--- src/rtl/rc4_pkg.sv ---
package rc4_pkg;

  localparam int BYTE_W     = 8;
  localparam int PERM_DEPTH = 256;

  typedef logic [BYTE_W-1:0] byte_t;

  // request function codes
  localparam logic FUNC_KEY  = 1'b0;
  localparam logic FUNC_DATA = 1'b1;

  // sequencer states
  typedef enum logic [9:0] {
    ST_IDLE  = 10'b00_0000_0001,
    ST_D_RDI = 10'b00_0000_0010,
    ST_D_RDJ = 10'b00_0000_0100,
    ST_D_SWI = 10'b00_0000_1000,
    ST_K_INI = 10'b00_0001_0000,
    ST_K_RDK = 10'b00_0010_0000,
    ST_K_RDJ = 10'b00_0100_0000,
    ST_K_SWK = 10'b00_1000_0000,
    ST_K_SWJ = 10'b01_0000_0000,
    ST_D_SWJ = 10'b10_0000_0000
  } state_t;

endpackage

--- src/rtl/rc4_if.sv ---
interface rc4_in_if;
  import rc4_pkg::*;

  logic  valid;
  logic  ready;
  logic  func;
  byte_t in_byte;
  logic  last;

  modport source (output valid, output func, output in_byte, output last, input ready);
  modport sink   (input valid, input func, input in_byte, input last, output ready);
endinterface

interface rc4_out_if;
  import rc4_pkg::*;

  logic  valid;
  logic  ready;
  byte_t out_byte;
  logic  out_last;

  modport source (output valid, output out_byte, output out_last, input ready);
  modport sink   (input valid, input out_byte, input out_last, output ready);
endinterface

--- src/rtl/rc4_ram.sv ---
module rc4_ram #(
  parameter int WIDTH = 8,
  parameter int DEPTH = 256,
  localparam int AW = (DEPTH > 1) ? $clog2(DEPTH) : 1
) (
  input  logic             clk,
  input  logic             we,
  input  logic [AW-1:0]    waddr,
  input  logic [WIDTH-1:0] wdata,
  input  logic             re,
  input  logic [AW-1:0]    raddr,
  output logic [WIDTH-1:0] rd_data_r
);

  logic [WIDTH-1:0] mem_r [DEPTH];

  always_ff @(posedge clk) begin
    if (we) begin
      mem_r[waddr] <= wdata;
    end
    // read data holds while no read is issued
    if (re) begin
      rd_data_r <= mem_r[raddr];
    end
  end

endmodule

--- src/rtl/rc4_stream_cipher_core.sv ---
// channel   dir  handshake      payload
// in_chan   in   valid/ready    func, in_byte, last
// out_chan  out  valid/ready    out_byte, out_last
//
// key request: taken in idle; the key request marked last runs the key schedule,
//   a clear state then, per swap step, read k, read j, swap write k, swap write j
// data request: from request to the next ready the steps are read i, read j,
//   first swap write with keystream read, second swap write, result load;
//   at most one read and one write on the permutation memory a cycle
// reset (rst_n low, synchronous) restores the identity permutation at once
//   through per-entry valid bits; no clearing pass
// a held result on out_chan stalls the last data cycle until it is taken
module rc4_stream_cipher_core #(
  parameter int KEY_MAX = 256
) (
  input  logic            clk,
  input  logic            rst_n,
  rc4_in_if.sink          in_chan,
  rc4_out_if.source       out_chan
);
  import rc4_pkg::*;

  // key store address, key count and permutation address widths
  localparam int KA_W = (KEY_MAX > 1) ? $clog2(KEY_MAX) : 1;
  localparam int CW   = $clog2(KEY_MAX + 1);
  localparam int PA_W = $clog2(PERM_DEPTH);

  state_t state_r, state_nxt;

  byte_t i_r, i_nxt;         // generator index i, also schedule step counter
  byte_t j_r, j_nxt;
  byte_t si_r, si_nxt;       // perm[i] (or perm[k] during schedule)
  byte_t sj_r, sj_nxt;       // perm[j], then the keystream byte
  byte_t t_r, t_nxt;         // keystream address
  byte_t byte_r, byte_nxt;   // data byte in flight
  logic  last_r, last_nxt;

  logic [CW-1:0]   key_count_r, key_count_nxt;
  logic [KA_W-1:0] kpos_r, kpos_nxt;
  logic [CW-1:0]   kpos_inc;

  logic  out_valid_r, out_valid_nxt;
  byte_t out_byte_r, out_byte_nxt;
  logic  out_last_r, out_last_nxt;

  // permutation memory, valid bits give identity for unwritten entries
  logic [PERM_DEPTH-1:0] pv_r;
  logic                  pv_clr;
  logic                  rd_vld_r;
  byte_t                 rd_addr_r;

  logic             p_we, p_re;
  logic [PA_W-1:0]  p_waddr, p_raddr;
  byte_t            p_wdata, p_q, prd;

  logic             k_we, k_re;
  logic [KA_W-1:0]  k_raddr;
  byte_t            k_q;

  byte_t ks;
  logic  in_fire, out_free;

  assign in_fire  = in_chan.valid && in_chan.ready;
  assign out_free = !out_valid_r || out_chan.ready;

  assign in_chan.ready     = (state_r == ST_IDLE);
  assign out_chan.valid    = out_valid_r;
  assign out_chan.out_byte = out_byte_r;
  assign out_chan.out_last = out_last_r;

  // entry never written since reset or schedule start reads as its index
  assign prd = rd_vld_r ? p_q : rd_addr_r;

  // keystream byte after the swap: perm[j] now holds si, perm[i] holds sj
  assign ks = (t_r == j_r) ? si_r : ((t_r == i_r) ? sj_r : prd);

  assign kpos_inc = CW'(kpos_r) + CW'(1);

  rc4_ram #(.WIDTH(BYTE_W), .DEPTH(PERM_DEPTH)) u_perm (
    .clk      (clk),
    .we       (p_we),
    .waddr    (p_waddr),
    .wdata    (p_wdata),
    .re       (p_re),
    .raddr    (p_raddr),
    .rd_data_r(p_q)
  );

  rc4_ram #(.WIDTH(BYTE_W), .DEPTH(KEY_MAX)) u_key (
    .clk      (clk),
    .we       (k_we),
    .waddr    (key_count_r[KA_W-1:0]),
    .wdata    (in_chan.in_byte),
    .re       (k_re),
    .raddr    (k_raddr),
    .rd_data_r(k_q)
  );

  // sequencer
  always_comb begin
    state_nxt     = state_r;
    i_nxt         = i_r;
    j_nxt         = j_r;
    si_nxt        = si_r;
    sj_nxt        = sj_r;
    t_nxt         = t_r;
    byte_nxt      = byte_r;
    last_nxt      = last_r;
    key_count_nxt = key_count_r;
    kpos_nxt      = kpos_r;
    out_byte_nxt  = out_byte_r;
    out_last_nxt  = out_last_r;
    out_valid_nxt = out_valid_r && !out_chan.ready;
    pv_clr        = 1'b0;
    p_we          = 1'b0;
    p_waddr       = i_r;
    p_wdata       = prd;
    p_re          = 1'b0;
    p_raddr       = i_r;
    k_we          = 1'b0;
    k_re          = 1'b0;
    k_raddr       = kpos_r;

    unique case (state_r)
      ST_IDLE: begin
        if (in_fire) begin
          byte_nxt = in_chan.in_byte;
          last_nxt = in_chan.last;
          if (in_chan.func == FUNC_DATA) begin
            // advance i and fetch perm[i]
            i_nxt     = i_r + 8'd1;
            p_re      = 1'b1;
            p_raddr   = i_r + 8'd1;
            state_nxt = ST_D_RDI;
          end else begin
            // key bytes past the store depth are dropped
            if (key_count_r < CW'(KEY_MAX)) begin
              k_we          = 1'b1;
              key_count_nxt = key_count_r + CW'(1);
            end
            if (in_chan.last) begin
              state_nxt = ST_K_INI;
            end
          end
        end
      end
      ST_D_RDI: begin
        si_nxt    = prd;
        j_nxt     = j_r + prd;
        p_re      = 1'b1;
        p_raddr   = j_r + prd;
        state_nxt = ST_D_RDJ;
      end
      ST_D_RDJ: begin
        // first swap write, keystream read issued alongside
        sj_nxt    = prd;
        p_we      = 1'b1;
        p_waddr   = i_r;
        p_wdata   = prd;
        t_nxt     = si_r + prd;
        p_re      = 1'b1;
        p_raddr   = si_r + prd;
        state_nxt = ST_D_SWI;
      end
      ST_D_SWI: begin
        // second swap write, keystream read data arrives
        p_we      = 1'b1;
        p_waddr   = j_r;
        p_wdata   = si_r;
        sj_nxt    = ks;
        state_nxt = ST_D_SWJ;
      end
      ST_D_SWJ: begin
        // result waits here until the output register is free
        if (out_free) begin
          out_valid_nxt = 1'b1;
          out_byte_nxt  = byte_r ^ sj_r;
          out_last_nxt  = last_r;
          state_nxt     = ST_IDLE;
        end
      end
      ST_K_INI: begin
        // identity permutation through the valid bits
        pv_clr    = 1'b1;
        i_nxt     = '0;
        j_nxt     = '0;
        kpos_nxt  = '0;
        state_nxt = ST_K_RDK;
      end
      ST_K_RDK: begin
        p_re      = 1'b1;
        p_raddr   = i_r;
        k_re      = 1'b1;
        k_raddr   = kpos_r;
        state_nxt = ST_K_RDJ;
      end
      ST_K_RDJ: begin
        si_nxt    = prd;
        j_nxt     = j_r + prd + k_q;
        p_re      = 1'b1;
        p_raddr   = j_r + prd + k_q;
        state_nxt = ST_K_SWK;
      end
      ST_K_SWK: begin
        p_we      = 1'b1;
        p_waddr   = i_r;
        p_wdata   = prd;
        state_nxt = ST_K_SWJ;
      end
      ST_K_SWJ: begin
        p_we    = 1'b1;
        p_waddr = j_r;
        p_wdata = si_r;
        i_nxt   = i_r + 8'd1;
        // cycle through the stored key bytes
        if (kpos_inc >= key_count_r) begin
          kpos_nxt = '0;
        end else begin
          kpos_nxt = kpos_inc[KA_W-1:0];
        end
        if (i_r == 8'hFF) begin
          // schedule done, i wraps to zero on its own
          j_nxt         = '0;
          key_count_nxt = '0;
          state_nxt     = ST_IDLE;
        end else begin
          state_nxt = ST_K_RDK;
        end
      end
      default: begin
        state_nxt = ST_IDLE;
      end
    endcase
  end

  // control state
  always_ff @(posedge clk) begin
    if (!rst_n) begin
      state_r     <= ST_IDLE;
      i_r         <= '0;
      j_r         <= '0;
      key_count_r <= '0;
      kpos_r      <= '0;
      out_valid_r <= 1'b0;
      pv_r        <= '0;
    end else begin
      state_r     <= state_nxt;
      i_r         <= i_nxt;
      j_r         <= j_nxt;
      key_count_r <= key_count_nxt;
      kpos_r      <= kpos_nxt;
      out_valid_r <= out_valid_nxt;
      if (pv_clr) begin
        pv_r <= '0;
      end else if (p_we) begin
        pv_r[p_waddr] <= 1'b1;
      end
    end
  end

  // payload
  always_ff @(posedge clk) begin
    si_r       <= si_nxt;
    sj_r       <= sj_nxt;
    t_r        <= t_nxt;
    byte_r     <= byte_nxt;
    last_r     <= last_nxt;
    out_byte_r <= out_byte_nxt;
    out_last_r <= out_last_nxt;
    // valid bit and address follow the registered read of perm
    if (p_re) begin
      rd_vld_r  <= pv_r[p_raddr];
      rd_addr_r <= p_raddr;
    end
  end

  // a new result only comes out of the last data cycle
  a_out_from_data: assert property (@(posedge clk) disable iff (!rst_n)
    $rose(out_valid_r) |-> $past(state_r) == ST_D_SWJ)
    else $error("result raised outside the data sequence");

  // a finished schedule leaves i, j and the key count cleared
  a_sched_clear: assert property (@(posedge clk) disable iff (!rst_n)
    ($past(state_r) == ST_K_SWJ && state_r == ST_IDLE)
      |-> (i_r == '0 && j_r == '0 && key_count_r == '0))
    else $error("schedule end left stale indices");

  // key count never runs past the store depth
  a_key_count: assert property (@(posedge clk) disable iff (!rst_n)
    key_count_r <= CW'(KEY_MAX))
    else $error("key count overflow");

  // a key request never produces a result
  a_key_no_out: assert property (@(posedge clk) disable iff (!rst_n)
    (in_fire && in_chan.func == FUNC_KEY) |=> !$rose(out_valid_r))
    else $error("result after key request");

endmodule
--- src/flat_wrapper.sv ---
// flat-port wrapper written by rule: the top's interface ports become plain ports
module rc4_stream_cipher_core_flat import rc4_pkg::*;
#(
  parameter int KEY_MAX = 256
)
  (clk, rst_n, in_chan_valid, in_chan_func, in_chan_in_byte, in_chan_last, in_chan_ready, out_chan_valid, out_chan_out_byte, out_chan_out_last, out_chan_ready);
  rc4_in_if in_chan_i ();
  rc4_out_if out_chan_i ();
  input  logic clk;
  input  logic rst_n;
  input wire logic [$bits(in_chan_i.valid)-1:0] in_chan_valid;
  input wire logic [$bits(in_chan_i.func)-1:0] in_chan_func;
  input wire logic [$bits(in_chan_i.in_byte)-1:0] in_chan_in_byte;
  input wire logic [$bits(in_chan_i.last)-1:0] in_chan_last;
  output wire logic [$bits(in_chan_i.ready)-1:0] in_chan_ready;
  output wire logic [$bits(out_chan_i.valid)-1:0] out_chan_valid;
  output wire logic [$bits(out_chan_i.out_byte)-1:0] out_chan_out_byte;
  output wire logic [$bits(out_chan_i.out_last)-1:0] out_chan_out_last;
  input wire logic [$bits(out_chan_i.ready)-1:0] out_chan_ready;
  assign in_chan_i.valid = in_chan_valid;
  assign in_chan_i.func = in_chan_func;
  assign in_chan_i.in_byte = in_chan_in_byte;
  assign in_chan_i.last = in_chan_last;
  assign in_chan_ready = in_chan_i.ready;
  assign out_chan_valid = out_chan_i.valid;
  assign out_chan_out_byte = out_chan_i.out_byte;
  assign out_chan_out_last = out_chan_i.out_last;
  assign out_chan_i.ready = out_chan_ready;
  rc4_stream_cipher_core #(.KEY_MAX(KEY_MAX)) u_core (.clk(clk), .rst_n(rst_n), .in_chan(in_chan_i), .out_chan(out_chan_i));
endmodule
--- config.mk ---
export PLATFORM = sky130hd
export DESIGN_NAME = rc4_stream_cipher_core_flat
export DESIGN_NICKNAME = d
export VERILOG_FILES = /design/src/rtl/rc4_pkg.sv /design/src/rtl/rc4_if.sv /design/src/rtl/rc4_ram.sv /design/src/rtl/rc4_stream_cipher_core.sv /design/src/flat_wrapper.sv
export SDC_FILE = /design/constraint.sdc
export NUM_CORES = 2
export LEC_CHECK = 0
export BUFFER_PORTS_ARGS = -buffer_cell sky130_fd_sc_hd__buf_2
export CAP_MARGIN = 10
export CORE_MARGIN = 1
export CORE_UTILIZATION = 55
export DETAILED_ROUTE_END_ITERATION = 10
export PLACE_DENSITY = 0.67
export SETUP_SLACK_MARGIN = 0.4
export SLEW_MARGIN = 20
export SYNTH_ARGS = -nofsm -noshare
export SYNTH_HDL_FRONTEND = slang
export SYNTH_SLANG_ARGS = --single-unit
--- constraint.sdc ---
create_clock -name clk -period 31.4 [get_ports clk]
set_clock_uncertainty 0.1 [all_clocks]
set_input_delay 6.28 -clock clk [delete_from_list [all_inputs] [get_ports clk]]
set_output_delay 6.28 -clock clk [all_outputs]
set_load 0.005 [all_outputs]
## After elaboration in Yosys (flattened, before gate mapping)

Memories as Yosys holds them, arrays and structs flattened. A register that Yosys moved wholly into a read port is not among the register bits.
Cells that the tools add are included.

- Input bits: 14
- Memories: 2
- Memory bits (writable): 4096
- Register bits: 351
- Logic and storage cells: 119
- Output and inout port bits: 11

- Reductions and logical operators: 22
- $lt $le $gt $ge: 5
- Add/sub/neg operators: 6
- Muxes and demuxes: 45
- Bitwise operators: 3
- Equal/unequal tests: 20

Memory list:

| memory | depth | bits a word | rd ports | clocked after Yosys merged registers in | wr ports | RTL line | text |
|---|---|---|---|---|---|---|---|
| u_core.u_key.mem_r | 256 | 8 | 1 | 1 | 1 | rc4_ram.sv:15 | `logic [WIDTH-1:0] mem_r [DEPTH];` |
| u_core.u_perm.mem_r | 256 | 8 | 1 | 1 | 1 | rc4_ram.sv:15 |  |

Operators by type and width:

| operator | number |
|---|---|
| $or A256 B256 Y256 | 1 |
| $pmux W10 S10 | 1 |
| $mux W8 | 9 |
| $pmux W8 S4 | 2 |
| $mux W10 | 4 |
| $mux W9 | 4 |
| $pmux W8 S2 | 2 |
| $add A8 B8 Y8 | 3 |
| $pmux W8 S3 | 1 |
| $lt A8 B9 Y1 const B | 2 |
| $pmux W9 S2 | 1 |
| $mux W1 | 17 |
| $eq A8 B8 Y1 | 2 |
| $eq A10 B1 Y1 const B | 1 |
| $eq A10 B10 Y1 const B | 1 |
| $eq A10 B2 Y1 const B | 1 |
| $eq A10 B3 Y1 const B | 1 |
| $eq A10 B4 Y1 const B | 1 |
| $eq A10 B5 Y1 const B | 1 |
| $eq A10 B6 Y1 const B | 1 |
| $eq A10 B7 Y1 const B | 1 |
| $eq A10 B8 Y1 const B | 1 |
| $eq A10 B9 Y1 const B | 1 |
| $add A8 B1 Y9 const B | 1 |
| 27 further kinds | 41 |

## Depth between registers and ports, before layout

- Depth in word-level cells: 8
- Depth in mapped cells: 22

## By module

From an unflattened synthesis, not the netlist that was laid out.

- Cell total of the unflattened synthesis: 9457
- Area, all modules: 175415.7 um^2

Modules (own cells, without submodules):

| module | seq. area each (um^2) | times used | area each (um^2) | cells an instance |
|---|---|---|---|---|
| rc4_ram | 61739.2 | 2 | 79636.4 | 3733 |
| rc4_stream_cipher_core | 7537.2 | 1 | 16143.0 | 1991 |

## Least setup slack after synthesis

OpenSTA, ideal clock, no wires.

- Path type: register to register
- Start: reg u_core.state_r[0]
- End: mem u_core.u_perm.mem_r[0][7] (data pin)
- Clock period less this slack: 10.339 ns
- Setup slack: 21.061 ns
- Arrival time: 8.660 ns
- Path buffers: 1
- Cell stages (with the launch flop): 6
- Path through: dfxtp_1 or4_1 nor3_1 a31oi_1 clkbuf_1 a21oi_1

- Longest elaborated chain between the ends: 3
- Elaborated cells on any way between the ends: 4
- Those cells by class: eq/ne: 2; mux: 1; reduce/logical: 1

RTL lines:

| item | RTL line | text |
|---|---|---|
| from (decl) | rc4_stream_cipher_core.sv:28 | `state_t state_r, state_nxt;` |
| from (signal assigned) | rc4_stream_cipher_core.sv:247 | `state_r <= state_nxt;` |
| $eq A10 B4 Y1 or $eq A10 B9 Y1 (tied branches) | rc4_stream_cipher_core.sv:124 | `unique case (state_r)` |
| $reduce_or A2 Y1 (no line) (*) | - |  |
| $mux W8 (*) | rc4_stream_cipher_core.sv:124 |  |
| named net u_core.p_wdata[7] | rc4_stream_cipher_core.sv:54 | `byte_t p_wdata, p_q, prd;` |
| to (decl) | rc4_ram.sv:15 |  |

The timed path passes the listed nets; every way through them passes the cells marked *.

## Final worst setup path

- Start: in in_chan_func
- End: reg u_core.u_perm.rd_data_r[1], read port of u_core.u_perm.mem_r (data pin)

- Longest elaborated chain between the ends: 3
- Elaborated cells on any way between the ends: 6
- Those cells by class: mux: 6

RTL lines:

| item | RTL line | text |
|---|---|---|
| from (decl) | flat_wrapper.sv:12 | `input wire logic [$bits(in_chan_i.func)-1:0] in_chan_func;` |
| $mux W8 or $mux W1 (tied branches) | rc4_stream_cipher_core.sv:129 | `if (in_chan.func == FUNC_DATA) begin` |
| $mux W8 or $mux W1 (tied branches) | rc4_stream_cipher_core.sv:126 | `if (in_fire) begin` |
| $pmux W8 S4 or $pmux W1 S2 (tied branches) | rc4_stream_cipher_core.sv:124 |  |
| to (decl) | rc4_ram.sv:12 | `output logic [WIDTH-1:0] rd_data_r` |

Several ways; a longest one is shown, not always the timed one.
A chain may end at the register's enable or synchronous reset.

==> flow_metrics.tcl <==
set metrics [dict create \
    status "finished clean" \
    holdCritPathClass "flop to flop" \
    synth_nets 11100 \
    criticalPathCategory "input port to flop" \
    setup_viol 0 \
    critical_path.cell_chain "buf_2, a21boi_0, o21ai_1, a21oi_1, o31ai_4, inv_8, buf_12, buf_4, buf_4, mux2i_1, a221o_1, a21oi_1, o21ai_0, nor4b_1, buf_4, and4b_1" \
    drv_slew 0 \
    final.fill_count 22800 \
    grt_pass1_vias 97900 \
    syn_inst 11000 \
    ir_drop_uv 58.1 \
    worstMarginPinSlew_ps 1230 \
    drt-initial-drc-count 14500 \
    tritoncts "done" \
    cp-start-kind "input port" \
    cpMostUsedCell "buf_4" \
    cts_resized 0 \
    start_util_pct 55.4 \
    fin_nets 11000 \
    io_buffers 24 \
    synth_area_um2 177000 \
    core-area_um2 319000 \
    remaining_drc_errors 0 \
    ys.flop_type "edfxtp_1" \
    powerDensity_nw_per_um2 64.9 \
    routed_wl_um 478000 \
    holdWs_ps 331 \
    end_kind "flop" \
    cp.required_ps 32160 \
    critical_path.max_stage_delay_ps 880 \
    cts.sinks 4463 \
    area_growth_pct 10.7 \
    yosysUniqueCellTypes 91 \
    synth-edff-count 4163 \
    cp_max_fo 162 \
    fp-row-count 207 \
    hpwlAfterDp_um 282000 \
    cts_setup_buffers 0 \
    rsz0062_at_grt "false" \
    io_pins 25 \
    grt-ovfl-total 0 \
    grt_pass1_wl_um 691000 \
    ff2ff_setup_slack_ps 22500 \
    gp_congestion 0.898 \
    slowest_stage "nor4b_1" \
    drive_above_1_share_pct 14.7 \
    cap_violations 0 \
    tns_ps 0 \
    cp.arrival_ps 12910 \
    period_share_pct 38.7 \
    ant_nets 0 \
    ys_seq_area_share_pct 74.2 \
    drt-pass1-iter-count 6 \
    antenna_found_initial 24 \
    multi_input_area_um2 42800 \
    die_y_um 569 \
    die_w_um 569 \
    clk-insertion-delay-late_ps 1000 \
    htreeDepth 5 \
    synth-seq-cells 4463 \
    num_vias 101000 \
    cts_hold_buf 0 \
    synth-async-reset-ratio_pct 0 \
    grt_start_max_net_pins 234 \
    achievable-frequency_mhz 82.3 \
    clock-root-buffer "clkbuf_16" \
    postSynthAreaPerCell_um2 16.1 \
    crit_family "buffers and inverters" \
    maxSlewHeadroom_pct 17.3 \
    clk_pin_slew_ps 60 \
    fin_crit_ps 12150 \
    routedWlPerCell_um 30.5 \
    ys_warn_count 0 \
    register_area_um2 131000 \
    p_leak_uw 0.0623 \
    dieArea_um2 323000 \
    cp.buffers_inverters 6 \
    viasPerCell 6.44 \
    cts_buffer_depth 4 \
    grt.total_usage_pct 29.3 \
    hold_violations 0 \
    numCtsBuffers 439 \
]
[metal layers]
metal / up-vias / global-route usage [%] / part of all wire [%]
li1: 42400 / - / -
met1: 51500 / 39.9 / 38
met2: 5881 / 46.0 / 47
met3: 1102 / 5.36 / 9.9
met4: 10 / 14.3 / 5.3
met5: - / 0 / 0.013
[stage by stage]
step                      power (µW)  setup WS [ps]  util, %  instance area (µm²)  instances
after detailed placement        7590          18600     56.8               181000      14800
after global routing           13000          19230     61.3               195000      15700
final                          12700          19250     61.3               195000      15700
after global placement          7570          18760     56.8               181000      14800
after floorplan                 7280          21060        -               177000      11000
after CTS                      12700          19610     61.3               195000      15600
[Yosys cell counts, types with 41 or more instances]
master | number | area share [%]
o221ai_1 | 79 | 0.39
nor2_1 | 1130 | 2.4
o22ai_1 | 41 | 0.15
o21ai_0 | 68 | 0.19
nand2_1 | 1646 | 3.5
a32oi_1 | 57 | 0.28
clkbuf_1 | 290 | 0.62
edfxtp_1 | 4163 | 71
buf_2 | 242 | 0.69
mux4_2 | 680 | 8.7
dfxtp_1 | 300 | 3.4
mux2i_1 | 387 | 2.2
a31oi_1 | 100 | 0.35
buf_1 | 101 | 0.21
and3_1 | 106 | 0.38
nand4_1 | 48 | 0.17
a21oi_1 | 300 | 0.85
nand3_1 | 540 | 1.5
a22oi_1 | 60 | 0.25
nor3_1 | 63 | 0.18
[registers in the layout (all words and copies together), names as in the netlist]
register,count
u_core.rd_addr_r,8
u_core.byte_r,8
u_core.key_count_r,9
u_core.out_chan.out_last,1
u_core.u_perm.rd_data_r,8
u_core.j_r,8
u_core.u_key.mem_r,2048
u_core.i_r,8
u_core.u_key.rd_data_r,8
u_core.last_r,1
u_core.u_perm.mem_r,2048
u_core.out_chan.valid,1
u_core.state_r,10
u_core.rd_vld_r,1
u_core.k_raddr,8
u_core.t_r,8
u_core.sj_r,8
u_core.pv_r,256
u_core.si_r,8
u_core.out_chan.out_byte,8
[final timing paths]
path,endpoint,depth (start not counted),from
worst max-delay path,u_core.u_perm.rd_data_r[1],16,in_chan_func
worst min register to register,u_core.out_chan.out_last,0,u_core.last_r
worst max register to register,u_core.u_perm.rd_data_r[1],19,u_core.rd_vld_r
worst min-delay path,u_core.out_chan.out_last,0,u_core.last_r
[logic make-up after synthesis]
kind of cell    share of synthesized area (%)
fa+ha+maj                               0.296
xor+xnor                                0.263
compound gates                           3.73
mux                                      11.0
buf+inv                                  1.77
simple gates                             8.77
flops                                    74.2
[cell type report]
| type | instances | area share (%) |
|---|---|---|
| Antenna cell | 14 | 0.0179 |
| Clock buffer | 595 | 6.17 |
| Clock inverter | 220 | 1.07 |
| Inverter | 26 | 0.0615 |
| Multi-Input combinational cell | 5833 | 21.9 |
| Sequential cell | 4463 | 67.0 |
| Tap cell | 4284 | 2.74 |
| Timing Repair Buffer | 230 | 0.999 |
[power by group]
| part | internal [µW] | total [µW] | switching, µW | leakage, µW |
|---|---|---|---|---|
| clock network | 2970 | 5190 | 2230 | 0.00692 |
| registers | 6570 | 6570 | 5.78 | 0.0399 |
| logic | 226 | 909 | 683 | 0.0155 |
[cell usage in the layout, fill, tap and decap left out, drive strengths merged, types with 60 or more instances in the layout]
| master | netlist | routed |
|---|---|---|
| o21ai | 76 | 76 |
| and3 | 106 | 106 |
| dfxtp | 300 | 300 |
| buf | 384 | 222 |
| a31oi | 100 | 100 |
| clkbuf | 291 | 603 |
| nand2 | 1646 | 1646 |
| mux4 | 680 | 680 |
| clkinv | 0 | 162 |
| a21oi | 300 | 300 |
| a22oi | 60 | 60 |
| o221ai | 79 | 79 |
| nand3 | 540 | 540 |
| nor2 | 1133 | 1133 |
| mux2i | 387 | 387 |
| edfxtp | 4163 | 4163 |
| nor3 | 65 | 65 |
No activity file was read; power rests on OpenSTA's default activity.
